**config.mk**
```make
export PLATFORM = sky130hd
export DESIGN_NAME = c2dvc_ctrl
export DESIGN_NICKNAME = d
export VERILOG_FILES = /design/src/rtl/core/c2dvc_pkg.sv /design/src/rtl/core/c2dvc_ctrl.sv
export SDC_FILE = /design/constraint.sdc
export NUM_CORES = 1
export LEC_CHECK = 0
export BUFFER_PORTS_ARGS = -buffer_cell sky130_fd_sc_hd__buf_2
export CORE_AREA = 5 5 42 44
export DETAILED_ROUTE_END_ITERATION = 12
export DIE_AREA = 0 0 47 49
export GPL_TIMING_DRIVEN = 0
export PLACE_DENSITY_LB_ADDON = 0.12
export SYNTH_ARGS = -nofsm -noshare
export SYNTH_HDL_FRONTEND = slang
export SYNTH_SLANG_ARGS = --single-unit
```
**constraint.sdc**
```tcl
create_clock -name clock -period 1 [get_ports clock]
set_clock_uncertainty 0.05 [all_clocks]
set_input_delay 0 -clock clock [delete_from_list [all_inputs] [get_ports clock]]
set_output_delay 0 -clock clock [all_outputs]
set_load 0.05 [all_outputs]
```
**src/rtl/core/c2dvc_pkg.sv**
```systemverilog
// ----------------------------------------------------------------------------
// c2dvc_pkg
// Shared types, sizes and helpers for the 2d valid cross-correlation block.
// ----------------------------------------------------------------------------
package c2dvc_pkg;

   // image and kernel limits
   localparam int MAX_ROWS  = 64;
   localparam int MAX_COLS  = 64;
   localparam int MAX_KROWS = 8;
   localparam int MAX_KCOLS = 8;

   // storage sizes
   localparam int KSTORE_DEPTH = MAX_KROWS * MAX_KCOLS;
   localparam int CSTORE_DEPTH = MAX_ROWS * MAX_KCOLS;
   localparam int ROW_W        = $clog2(MAX_ROWS);
   localparam int COL_W        = $clog2(MAX_COLS);
   localparam int SLOT_W       = $clog2(MAX_KCOLS);
   localparam int KIDX_W       = $clog2(MAX_KROWS);
   localparam int KADDR_W      = $clog2(KSTORE_DEPTH);
   localparam int CADDR_W      = $clog2(CSTORE_DEPTH);

   // field widths
   localparam int DIM_W    = 7;
   localparam int KDIM_W   = 4;
   localparam int SAMPLE_W = 16;
   localparam int PROD_W   = 32;
   localparam int ACC_W    = 40;
   localparam int CSR_W    = 7;

   // request op codes
   localparam logic OP_KERNEL = 1'b0;
   localparam logic OP_PIXEL  = 1'b1;

   // register indexes
   typedef enum logic [1:0] {
      CSR_IMAGE_ROWS  = 2'd0,
      CSR_IMAGE_COLS  = 2'd1,
      CSR_KERNEL_ROWS = 2'd2,
      CSR_KERNEL_COLS = 2'd3
   } csr_index_type;

   // request and response payloads
   typedef struct packed {
      logic                       op;
      logic signed [SAMPLE_W-1:0] sample;
   } req_payload_type;

   typedef struct packed {
      logic signed [ACC_W-1:0] acc_value;
      logic [5:0]              out_row;
      logic [5:0]              out_col;
      logic                    last_out;
   } rsp_payload_type;

   // controller to datapath
   typedef struct packed {
      logic accept;    // request taken this cycle
      logic start;     // request opens a window computation
      logic issue;     // read one tap from the stores
      logic load_out;  // move the sum into the response register
   } ctrl_cmd_type;

   // datapath to controller
   typedef struct packed {
      logic win_hit;     // current request is a pixel that completes a window
      logic last_tap;    // tap counters sit on the final tap
      logic pipe_empty;  // no read or product in flight
      logic out_free;    // response register can take a new value
   } dp_status_type;

   // clamp an image dimension into 1..hi
   function automatic logic [DIM_W-1:0] clamp_dim(input logic [DIM_W-1:0] v,
                                                  input logic [DIM_W-1:0] hi);
      logic [DIM_W-1:0] r;
      if (v == '0) begin
         r = DIM_W'(1);
      end else if (v > hi) begin
         r = hi;
      end else begin
         r = v;
      end
      return r;
   endfunction

   // clamp a kernel dimension into 1..hi
   function automatic logic [KDIM_W-1:0] clamp_kdim(input logic [KDIM_W-1:0] v,
                                                    input logic [KDIM_W-1:0] hi);
      logic [KDIM_W-1:0] r;
      if (v == '0) begin
         r = KDIM_W'(1);
      end else if (v > hi) begin
         r = hi;
      end else begin
         r = v;
      end
      return r;
   endfunction

endpackage

```
**src/rtl/core/c2dvc_ctrl.sv**
```systemverilog
// ----------------------------------------------------------------------------
// c2dvc_ctrl
// Sequencer: takes requests, walks the kernel taps, waits for the MAC to drain.
// ----------------------------------------------------------------------------
module c2dvc_ctrl (
   input  logic                     clock,
   input  logic                     reset,
   input  logic                     req_valid,
   output logic                     req_ready,
   input  c2dvc_pkg::dp_status_type status,
   output c2dvc_pkg::ctrl_cmd_type  cmd
);
   import c2dvc_pkg::*;

   typedef enum logic [2:0] {
      ST_IDLE  = 3'b001,
      ST_MAC   = 3'b010,
      ST_DRAIN = 3'b100
   } ctrl_state_type;

   ctrl_state_type state_ff, state_in;

   // next state
   always_comb begin
      state_in = state_ff;
      case (state_ff)
         ST_IDLE: begin
            if (req_valid && status.win_hit) state_in = ST_MAC;
         end
         ST_MAC: begin
            if (status.last_tap) state_in = ST_DRAIN;
         end
         ST_DRAIN: begin
            if (status.pipe_empty && status.out_free) state_in = ST_IDLE;
         end
         default: state_in = ST_IDLE;
      endcase
   end

   always_ff @(posedge clock) begin
      if (reset) begin
         state_ff <= ST_IDLE;
      end else begin
         state_ff <= state_in;
      end
   end

   // commands
   assign req_ready    = (state_ff == ST_IDLE);
   assign cmd.accept   = req_ready && req_valid;
   assign cmd.start    = req_ready && req_valid && status.win_hit;
   assign cmd.issue    = (state_ff == ST_MAC);
   assign cmd.load_out = (state_ff == ST_DRAIN) && status.pipe_empty && status.out_free;

`ifndef SYNTH
   // a window start always leads into the tap walk
   a_start_to_mac: assert property (@(posedge clock) disable iff (reset)
      cmd.start |=> (state_ff == ST_MAC))
      else $error("window start did not enter tap walk");

   // the final tap hands over to the drain
   a_last_tap_drain: assert property (@(posedge clock) disable iff (reset)
      (state_ff == ST_MAC && status.last_tap) |=> (state_ff == ST_DRAIN))
      else $error("tap walk did not end after final tap");

   // no new request while products are still in flight
   a_no_accept_busy: assert property (@(posedge clock) disable iff (reset)
      cmd.accept |-> status.pipe_empty)
      else $error("request taken while mac pipeline busy");
`endif

endmodule

```
# Word level (Yosys, flattened, before mapping)
# Cells that the tools add are included.
# totals
register_bits	3
input_bits	7
out_inout_bits	5
wordCells	18
# classes
eq_ne	6
muxes	4
n_reduce_logical	7
# op_table
operator	n
2-to-1 mux 3 bit	3
one-hot mux 3 bit (3 select lines)	1
logical AND 1 bit	6
!= test 2 bit, second input constant	2
equality test 3 x 1 -> 1 bit, second input constant	1
equality test 3 x 2 -> 1 bit, second input constant	1
equality test 3 bit, second input constant	1
AND reduction 3 bit	1
!= test 2 x 1 -> 1 bit, second input constant	1

# Logic depth before layout (Yosys ltp)
# Gate-level depths: netlist of the first run.
# depth
ltp_word	3
depth_mapped	3
ltp_nobuf	3

# Worst setup path before layout of the first run
# OpenSTA, ideal clock, no wires.
# synth_path
path_kind	flip-flop to output port
startpoint	register state_ff[1]
endpoint	output cmd[0] (netlist bit)
arrival_ns	1.665
t_required_ns	0.950
slack_ns	-0.715
stages_incl_launch_ff	3
n_path_buf	0
path_cell_list	dfxtp_1 > nand2b_1 > nor3b_1
# synth_lines
item	line	text
start: declaration	c2dvc_ctrl.sv:21	ctrl_state_type state_ff, state_in;
start signal: assignment	c2dvc_ctrl.sv:44	state_ff <= state_in;
end: declaration	c2dvc_ctrl.sv:11	output c2dvc_pkg::ctrl_cmd_type cmd

==> results.ini, run 1 <==
[outcome]
outcome=complete, but fails checks
violations=negative setup slack

[drt]
via_count=241
drt_iter0_markers=5
wl_um=580
vias_per_cell=4.08
ant_nets=0
wl_per_cell_um=9.83
firstDrtPassIters=4
drc=0

[clocking]
clk_latency_ns=0.23
cts_max_level=1
clock_sinks=3
clk_pin_slew_ns=0.04
cts_tree=built
root_buffer=clkbuf_4
clockBufferDepth=2
cts_buffers=3

[power_and_ir_drop]
p_per_area_nw_per_um2=1140
ir_drop_uv=414
p_leak_nw=0.180

[global_route]
grt_pass1_wl_um=903
grt_pass1_vias=238
antenna_found_initial=0
grt-ovfl-total=0
grtUsageTotal=0.0570
grt_max_degree=6

[critical_path]
worst-path-max-fanout=5
critical_path_class=reg -> out
required_ns=0.95
worst_ep_arrival_time_ns=1.15
crit_buf_inv=1
crit_chain=nor3b_4 -> and3_4 -> buf_8
critPathLaunchType=flop
cp_slowest_cell=dfxtp_2
end_kind=primary output
slowest_delay_ns=0.34
cp_top_family=simple AND/OR/NAND/NOR gates

[place]
gp_congestion=0.724
dp_hpwl_um=436
postPlaceCellArea_um2=289
portBuffers=11

[yosys]
ys_seq_area_frac=0.293
syn_inst=23
syn-num-nets=30
ys_seq_elements=3
syn_area_um2=205
synthDistinctLibCells=17
avgSynthCellArea_um2=8.92
yosysWarnings=0

[sta]
slew_headroom=0.834
drv_slew=0
period_needed_ns=1.20
setup_tns_ns=-0.960
finalHoldViolCount=0
period_share=1.20
finalSetupViolCount=7
setup_slack_ns=-0.203
max_clock_freq_mhz=831
tightestPinTransition_ns=0.250
fin_hold_ws_ns=0.0957
rsz0062_at_grt=true

[cells_and_area]
fillers=157
drive_above_1_share=0.651
nets=51
ff_latch_area_um2=68.8
regMostFlops=state_ff
antenna-diode-count=0
multi_input_area_um2=140
top_regs=state_ff (3)
final_common_cell=buf_2
layout_common_cells=7 x buf_2, 4 x buf_4, 3 x clkbuf_4, 3 x buf_6
syn_to_final_growth_pct=95.7
largest_reg_flops=3
stdcell_area_um2=402

[die]
io_pins=12
die_x_um=47
die_h_um=49
row_count=14
die_area_um2=2300
start_util=0.146
coreArea_um2=1400

[hold_path]
hp-class=in -> reg

[flow_run]
max_cap_viol_count=0

## area by class of cell
| class | count | share of cell area |
|---|---|---|
| Buffer | 1 | 0.0187 |
| Clock buffer | 4 | 0.0654 |
| Sequential cell | 3 | 0.171 |
| Timing Repair Buffer | 16 | 0.327 |
| Tap cell | 16 | 0.0498 |
| Multi-Input combinational cell | 17 | 0.349 |
| Inverter | 2 | 0.0187 |
## metrics by stage
step,cells,worst slack (ns),util,power [mW]
after global routing,59,-0.253,0.287,0.487
after CTS,59,-0.224,0.285,0.477
after global placement,50,-0.145,0.206,0.226
after detailed placement,50,-0.156,0.206,0.227
after floorplan,23,-0.575,-,0.198
final,59,-0.203,0.287,0.460
## final timing paths
path                            cells after the start  slack (ns)                     start                        to
worst min register to register                      1        0.41  state_ff[2]$_SDFFE_PP0P_  state_ff[1]$_SDFFE_PP0P_
worst max register to register                      4       -0.12  state_ff[1]$_SDFFE_PP0P_  state_ff[0]$_SDFFE_PP1P_
worst min-delay path                                3         0.1                 status[3]  state_ff[1]$_SDFFE_PP0P_
worst max-delay path                                3       -0.20  state_ff[1]$_SDFFE_PP0P_                    cmd[2]
## per-layer routing
layer,up-vias,track usage,routed length (um)
met1,113,0.0549,219
met5,-,0,0
li1,122,-,-
met2,6,0.0928,322
met3,0,0.0111,39
met4,0,0.0553,0
## synthesized netlist by cell type
master | number | area (um^2)
buf_4 | 1 | 7.51
nor3b_1 | 2 | 15.0
nor3_1 | 1 | 5.00
nand2b_1 | 2 | 12.5
a31oi_1 | 1 | 6.26
a41oi_1 | 1 | 8.76
a22oi_2 | 1 | 12.5
and2_2 | 1 | 7.51
nor2_1 | 2 | 7.51
and3_4 | 1 | 11.3
and2_1 | 1 | 6.26
nor3b_4 | 1 | 18.8
o211a_1 | 1 | 10.0
o21ai_0 | 1 | 5.00
inv_1 | 2 | 7.51
dfxtp_1 | 3 | 60.1
nand2_1 | 1 | 3.75
## kinds of logic after synthesis
family	after synthesis	share of synthesized area
AOI/OAI and AO/OA	5	0.207
buffers and inverters	3	0.0732
DFF	3	0.293
and+or+nand+nor	12	0.427
## what timing repair did
item / CTS / global route
setup endpoints to repair: 8 / 8
resized for setup: 15 / 1
pin swaps: 5 / 1
buffers inserted: 4 / 0
hold buffers: 1 / 0
hold endpoints to repair: 2 / 0
cloned: 0 / 0
## power by group
| group | internal (mW) | total, mW | switching (mW) |
|---|---|---|---|
| clock network | 0.149 | 0.209 | 0.0595 |
| registers | 0.121 | 0.126 | 0.00494 |
| logic | 0.0594 | 0.125 | 0.0656 |
| total | 0.330 | 0.460 | 0.130 |
## worst min-delay path: stages
cell	delay, ns
buf_2	0.10
a41oi_1	0.12
nor3_1	0.11
(Power assumes the default switching activity.)
==> inputs of run 2 (changes only) <==
==> constraint.sdc (replaced) <==
create_clock -name clock -period 1.2 [get_ports clock]
set_clock_uncertainty 0.05 [all_clocks]
set_input_delay 0 -clock clock [delete_from_list [all_inputs] [get_ports clock]]
set_output_delay 0 -clock clock [all_outputs]
set_load 0.05 [all_outputs]
==> run 2 against run 1 <==
  * The run still ends with negative setup slack left
  * Cell count fell by 1.7%
  * Critical path depth did not move
  * Highest routed layer unchanged
  * Routed wire length fell by 6.7%
==> results.ini, run 2 (synthesized netlist as in run 1, its figures left out) <==
[outcome]
outcome=complete, but fails checks
violations=negative setup slack

[drt]
via_count=231
drt_iter0_markers=3
wl_per_cell_um=9.33
wl_um=541
drc=0
vias_per_cell=3.98
firstDrtPassIters=4
ant_nets=0

[die]
die_x_um=47
die_area_um2=2300
io_pins=12
start_util=0.146
coreArea_um2=1400
row_count=14
die_h_um=49

[power_and_ir_drop]
p_leak_nw=0.172
comb_power_share=0.261
power.clock.fraction=0.458
total_power_mw=0.380
ir_drop_uv=336
swShare=0.280
p_int_mw=0.274
switchingPower_mw=0.106
p_per_area_nw_per_um2=1000
p_seq_frac=0.281

[global_route]
grt-ovfl-total=0
grt_max_degree=6
grt_pass1_wl_um=834
grtUsageTotal=0.0528
grt_pass1_vias=219
antenna_found_initial=0

[sta]
rsz0062_at_grt=true
period_needed_ns=1.21
max_clock_freq_mhz=828
drv_slew=0
setup_tns_ns=-0.00727
setup_slack_ns=-0.00727
finalHoldViolCount=0
period_share=1.01
finalSetupViolCount=1
tightestPinTransition_ns=0.332
fin_hold_ws_ns=0.0983
slew_headroom=0.777

[cells_and_area]
layout_common_cells=7 x buf_2, 4 x buf_4, 3 x clkbuf_4, 3 x buf_6
top_regs=state_ff (3)
drive_above_1_share=0.619
stdcell_area_um2=379
nets=50
largest_reg_flops=3
syn_to_final_growth_pct=84.8
antenna-diode-count=0
regMostFlops=state_ff
fin_cells=58
final_util=0.271
final_common_cell=buf_2

[place]
dp_hpwl_um=436
postPlaceCellArea_um2=289
portBuffers=11
gp_congestion=0.724
dp.cells=50
pre_cts_slack_ns=0.0440

[critical_path]
critical_path_class=reg -> out
crit_buf_inv=1
critPathLaunchType=flop
end_kind=primary output
cp_slowest_cell=dfxtp_2
worst-path-max-fanout=5
crit_chain=nor3b_4 -> and3_4 -> buf_8
required_ns=1.15
worst_ep_arrival_time_ns=1.16
slowest_delay_ns=0.34
cp_top_family=simple AND/OR/NAND/NOR gates

[clocking]
root_buffer=clkbuf_4
cts_tree=built
clk_pin_slew_ns=0.04
cts_max_level=1
cts_buffers=3
clk_latency_ns=0.23
clockBufferDepth=2
clock_sinks=3

[hold_path]
hp-class=in -> reg

[flow_run]
max_cap_viol_count=0

[run 2: cell count changes in the layout (fill, tap and decap cells not counted), sizes merged]
cell,delta
buf,-1
[run 2: power groups by stage]
stage | Clock [mW] | Combinational [mW] | Sequential, mW
2_1_floorplan | 0 | 0.0564 | 0.108
3_3_place_gp | 0 | 0.0780 | 0.110
3_5_place_dp | 0 | 0.0788 | 0.110
4_1_cts | 0.186 | 0.0999 | 0.107
5_1_grt | 0.189 | 0.106 | 0.107
6_report | 0.174 | 0.0992 | 0.107
[run 2: metal layers]
metal  part of all wire  global-route usage  up-vias
met2               0.52              0.0792        6
met4                  0              0.0553        0
met3              0.076              0.0111        0
li1                   -                   -      122
met1               0.40              0.0549      103
met5                  0                   0        -
[run 2: area by class of cell]
class,instances,area (um^2)
Fill cell,156,1020
Multi-Input combinational cell,17,135
Timing Repair Buffer,15,116
Sequential cell,3,66.3
Clock buffer,4,26.3
Tap cell,16,20.0
Buffer,1,7.51
Inverter,2,7.51
[run 2: final timing paths]
kind,from,endpoint,slack (ns),depth (start not counted)
max,state_ff[1]$_SDFFE_PP0P_,cmd[2],-0.007,3
min,status[3],state_ff[1]$_SDFFE_PP0P_,0.1,3
max reg2reg,state_ff[0]$_SDFFE_PP1P_,state_ff[2]$_SDFFE_PP0P_,0.05,4
min reg2reg,state_ff[2]$_SDFFE_PP0P_,state_ff[1]$_SDFFE_PP0P_,0.43,1
[run 2: repair_timing]
item	CTS	global route
pin swaps	2	2
buffers inserted	3	0
hold buffers	1	0
setup endpoints to repair	4	5
gates resized for setup	9	2
endpoints found under the hold margin	2	0
[run 2: tightest hold or removal path, delay by kind of cell]
| kind | cells | cell delay [ns] |
|---|---|---|
| simple gates | 1 | 0.12 |
| compound gates | 1 | 0.11 |
| buf+inv | 1 | 0.10 |
==> inputs of run 3 (changes only) <==
==> constraint.sdc (replaced) <==
create_clock -name clock -period 1.2 [get_ports clock]
set_clock_uncertainty 0.05 [all_clocks]
set_input_delay 0 -clock clock [delete_from_list [all_inputs] [get_ports clock]]
set_output_delay 0 -clock clock [all_outputs]
set_load 0.1 [all_outputs]
==> run 3 against run 2 <==
  * The flow still finishes with violations (negative setup slack)
  * Sequential power is essentially flat
  * Via count increased by 2.6%
  * Routed wire length is 4.1% higher
==> results.ini, run 3 (synthesized netlist as in run 1, its figures left out) <==
[global_route]
grt_pass1_vias=237
grt_max_degree=6
grt-ovfl-total=0
grtUsageTotal=0.0549
grt_pass1_wl_um=876
antenna_found_initial=0

[critical_path]
worst_ep_arrival_time_ns=1.21
critical_path_class=reg -> out
r2r_end=state_ff[0]$_SDFFE_PP1P_
critPathLaunchType=flop
worst-path-max-fanout=5
end_kind=primary output
r2r_start=state_ff[1]$_SDFFE_PP0P_
required_ns=1.15
worst-r2r-setup-slack_ns=0.05
reg2regPathDepth=4

[die]
row_count=14
die_area_um2=2300
io_pins=12
start_util=0.146
die_x_um=47
die_h_um=49
coreArea_um2=1400

[cells_and_area]
fillers=154
stdcell_area_um2=407
final_common_cell=buf_2
syn_to_final_growth_pct=98.2
drive_above_1_share=0.619
nets=50
regMostFlops=state_ff
layout_common_cells=6 x buf_2, 5 x buf_4, 3 x clkbuf_4, 3 x buf_12
largest_reg_flops=3
top_regs=state_ff (3)
antenna-diode-count=0

[clocking]
cts_max_level=1
clock_sinks=3
cts_tree=built
clk_pin_slew_ns=0.04
clockBufferDepth=2
cts_buffers=3
root_buffer=clkbuf_4
clk_latency_ns=0.23

[drt]
top_layer_used=met3
drt_iter0_markers=2
wl_per_cell_um=9.71
wl_um=563
wl_met2_um=295
via_count=237
ant_nets=0
wl_met3_um=39
drc=0
firstDrtPassIters=3
wirelength_met1_um=228
vias_per_cell=4.09

[sta]
setup_tns_ns=-0.0928
slew_headroom=0.777
tightestPinTransition_ns=0.332
finalSetupViolCount=3
period_share=1.05
max_clock_freq_mhz=794
rsz0062_at_grt=true
fin_hold_ws_ns=0.102
period_needed_ns=1.26
finalHoldViolCount=0
setup_slack_ns=-0.0590
drv_slew=0

[place]
pre_cts_slack_ns=-0.0771
postPlaceCellArea_um2=289
dp_hpwl_um=436
gp_congestion=0.724
portBuffers=11

[power_and_ir_drop]
ir_drop_uv=376
total_power_mw=0.421
p_per_area_nw_per_um2=1030
p_leak_nw=0.181

[hold_path]
hold_start=status[3]
hp-class=in -> reg
worstHoldPathCells=3
min_to=state_ff[1]$_SDFFE_PP0P_

[flow_run]
max_cap_viol_count=0

[outcome]
violations=negative setup slack
outcome=complete, but fails checks

-- run 3: cell count changes in the layout (fill, tap and decap cells not counted) --
cell	delta
buf_4	+1
dfxtp_2	-1
buf_12	+3
buf_6	-2
buf_8	-1
dfxtp_4	+1
buf_2	-1
-- run 3: layout make-up --
class / instances / area, um^2 / area share
Timing Repair Buffer: 15 / 141 / 0.348
Inverter: 2 / 7.51 / 0.0185
Multi-Input combinational cell: 17 / 135 / 0.332
Buffer: 1 / 7.51 / 0.0185
Tap cell: 16 / 20.0 / 0.0492
Sequential cell: 3 / 68.8 / 0.169
Clock buffer: 4 / 26.3 / 0.0646
-- run 3: repair_timing --
| action | 4_1_cts | 5_1_grt |
|---|---|---|
| setup endpoints to repair | 5 | 7 |
| setup buffers | 3 | 0 |
| cloned | 0 | 0 |
| pin swaps | 3 | 2 |
| resized for setup | 15 | 3 |
| hold buffers | 1 | 0 |
| endpoints found under the hold margin | 2 | 0 |
-- run 3: worst max-delay path by stage --
stage | from | depth (start not counted) | endpoint | slack, ns
finish | state_ff[1]$_SDFFE_PP0P_ | 3 | cmd[2] | -0.06
floorplan | state_ff[0]$_SDFFE_PP1P_ | 3 | state_ff[0]$_SDFFE_PP1P_ | -0.91
CTS | state_ff[2]$_SDFFE_PP0P_ | 3 | cmd[2] | -0.07
detailed placement | state_ff[0]$_SDFFE_PP1P_ | 3 | cmd[2] | -0.08
global route | state_ff[1]$_SDFFE_PP0P_ | 3 | cmd[2] | -0.11
global placement | state_ff[0]$_SDFFE_PP1P_ | 3 | cmd[2] | -0.07
-- run 3: power by group --
| part | switching, mW | internal (mW) | leakage [nW] |
|---|---|---|---|
| sequential | 0.00396 | 0.101 | 0.0257 |
| combinational | 0.0857 | 0.0563 | 0.140 |
| clock | 0.0496 | 0.124 | 0.0150 |
| total | 0.139 | 0.281 | 0.181 |
-- run 3: critical path: stages (launching register included) --
cell     delay [ns]
dfxtp_2        0.34
nor3b_4        0.23
and3_4         0.24
buf_12         0.17
-- run 3: per-layer routing --
layer	vias to the layer above	global-route usage
met4	0	0.0553
met5	-	0
met2	6	0.0837
li1	122	-
met3	0	0.0111
met1	109	0.0571
-- run 3: per-stage QoR --
step,utilization,cells
6_report,0.290,58
5_1_grt,0.290,58
4_1_cts,0.282,58
3_5_place_dp,0.206,50
3_3_place_gp,0.206,50
2_1_floorplan,-,23
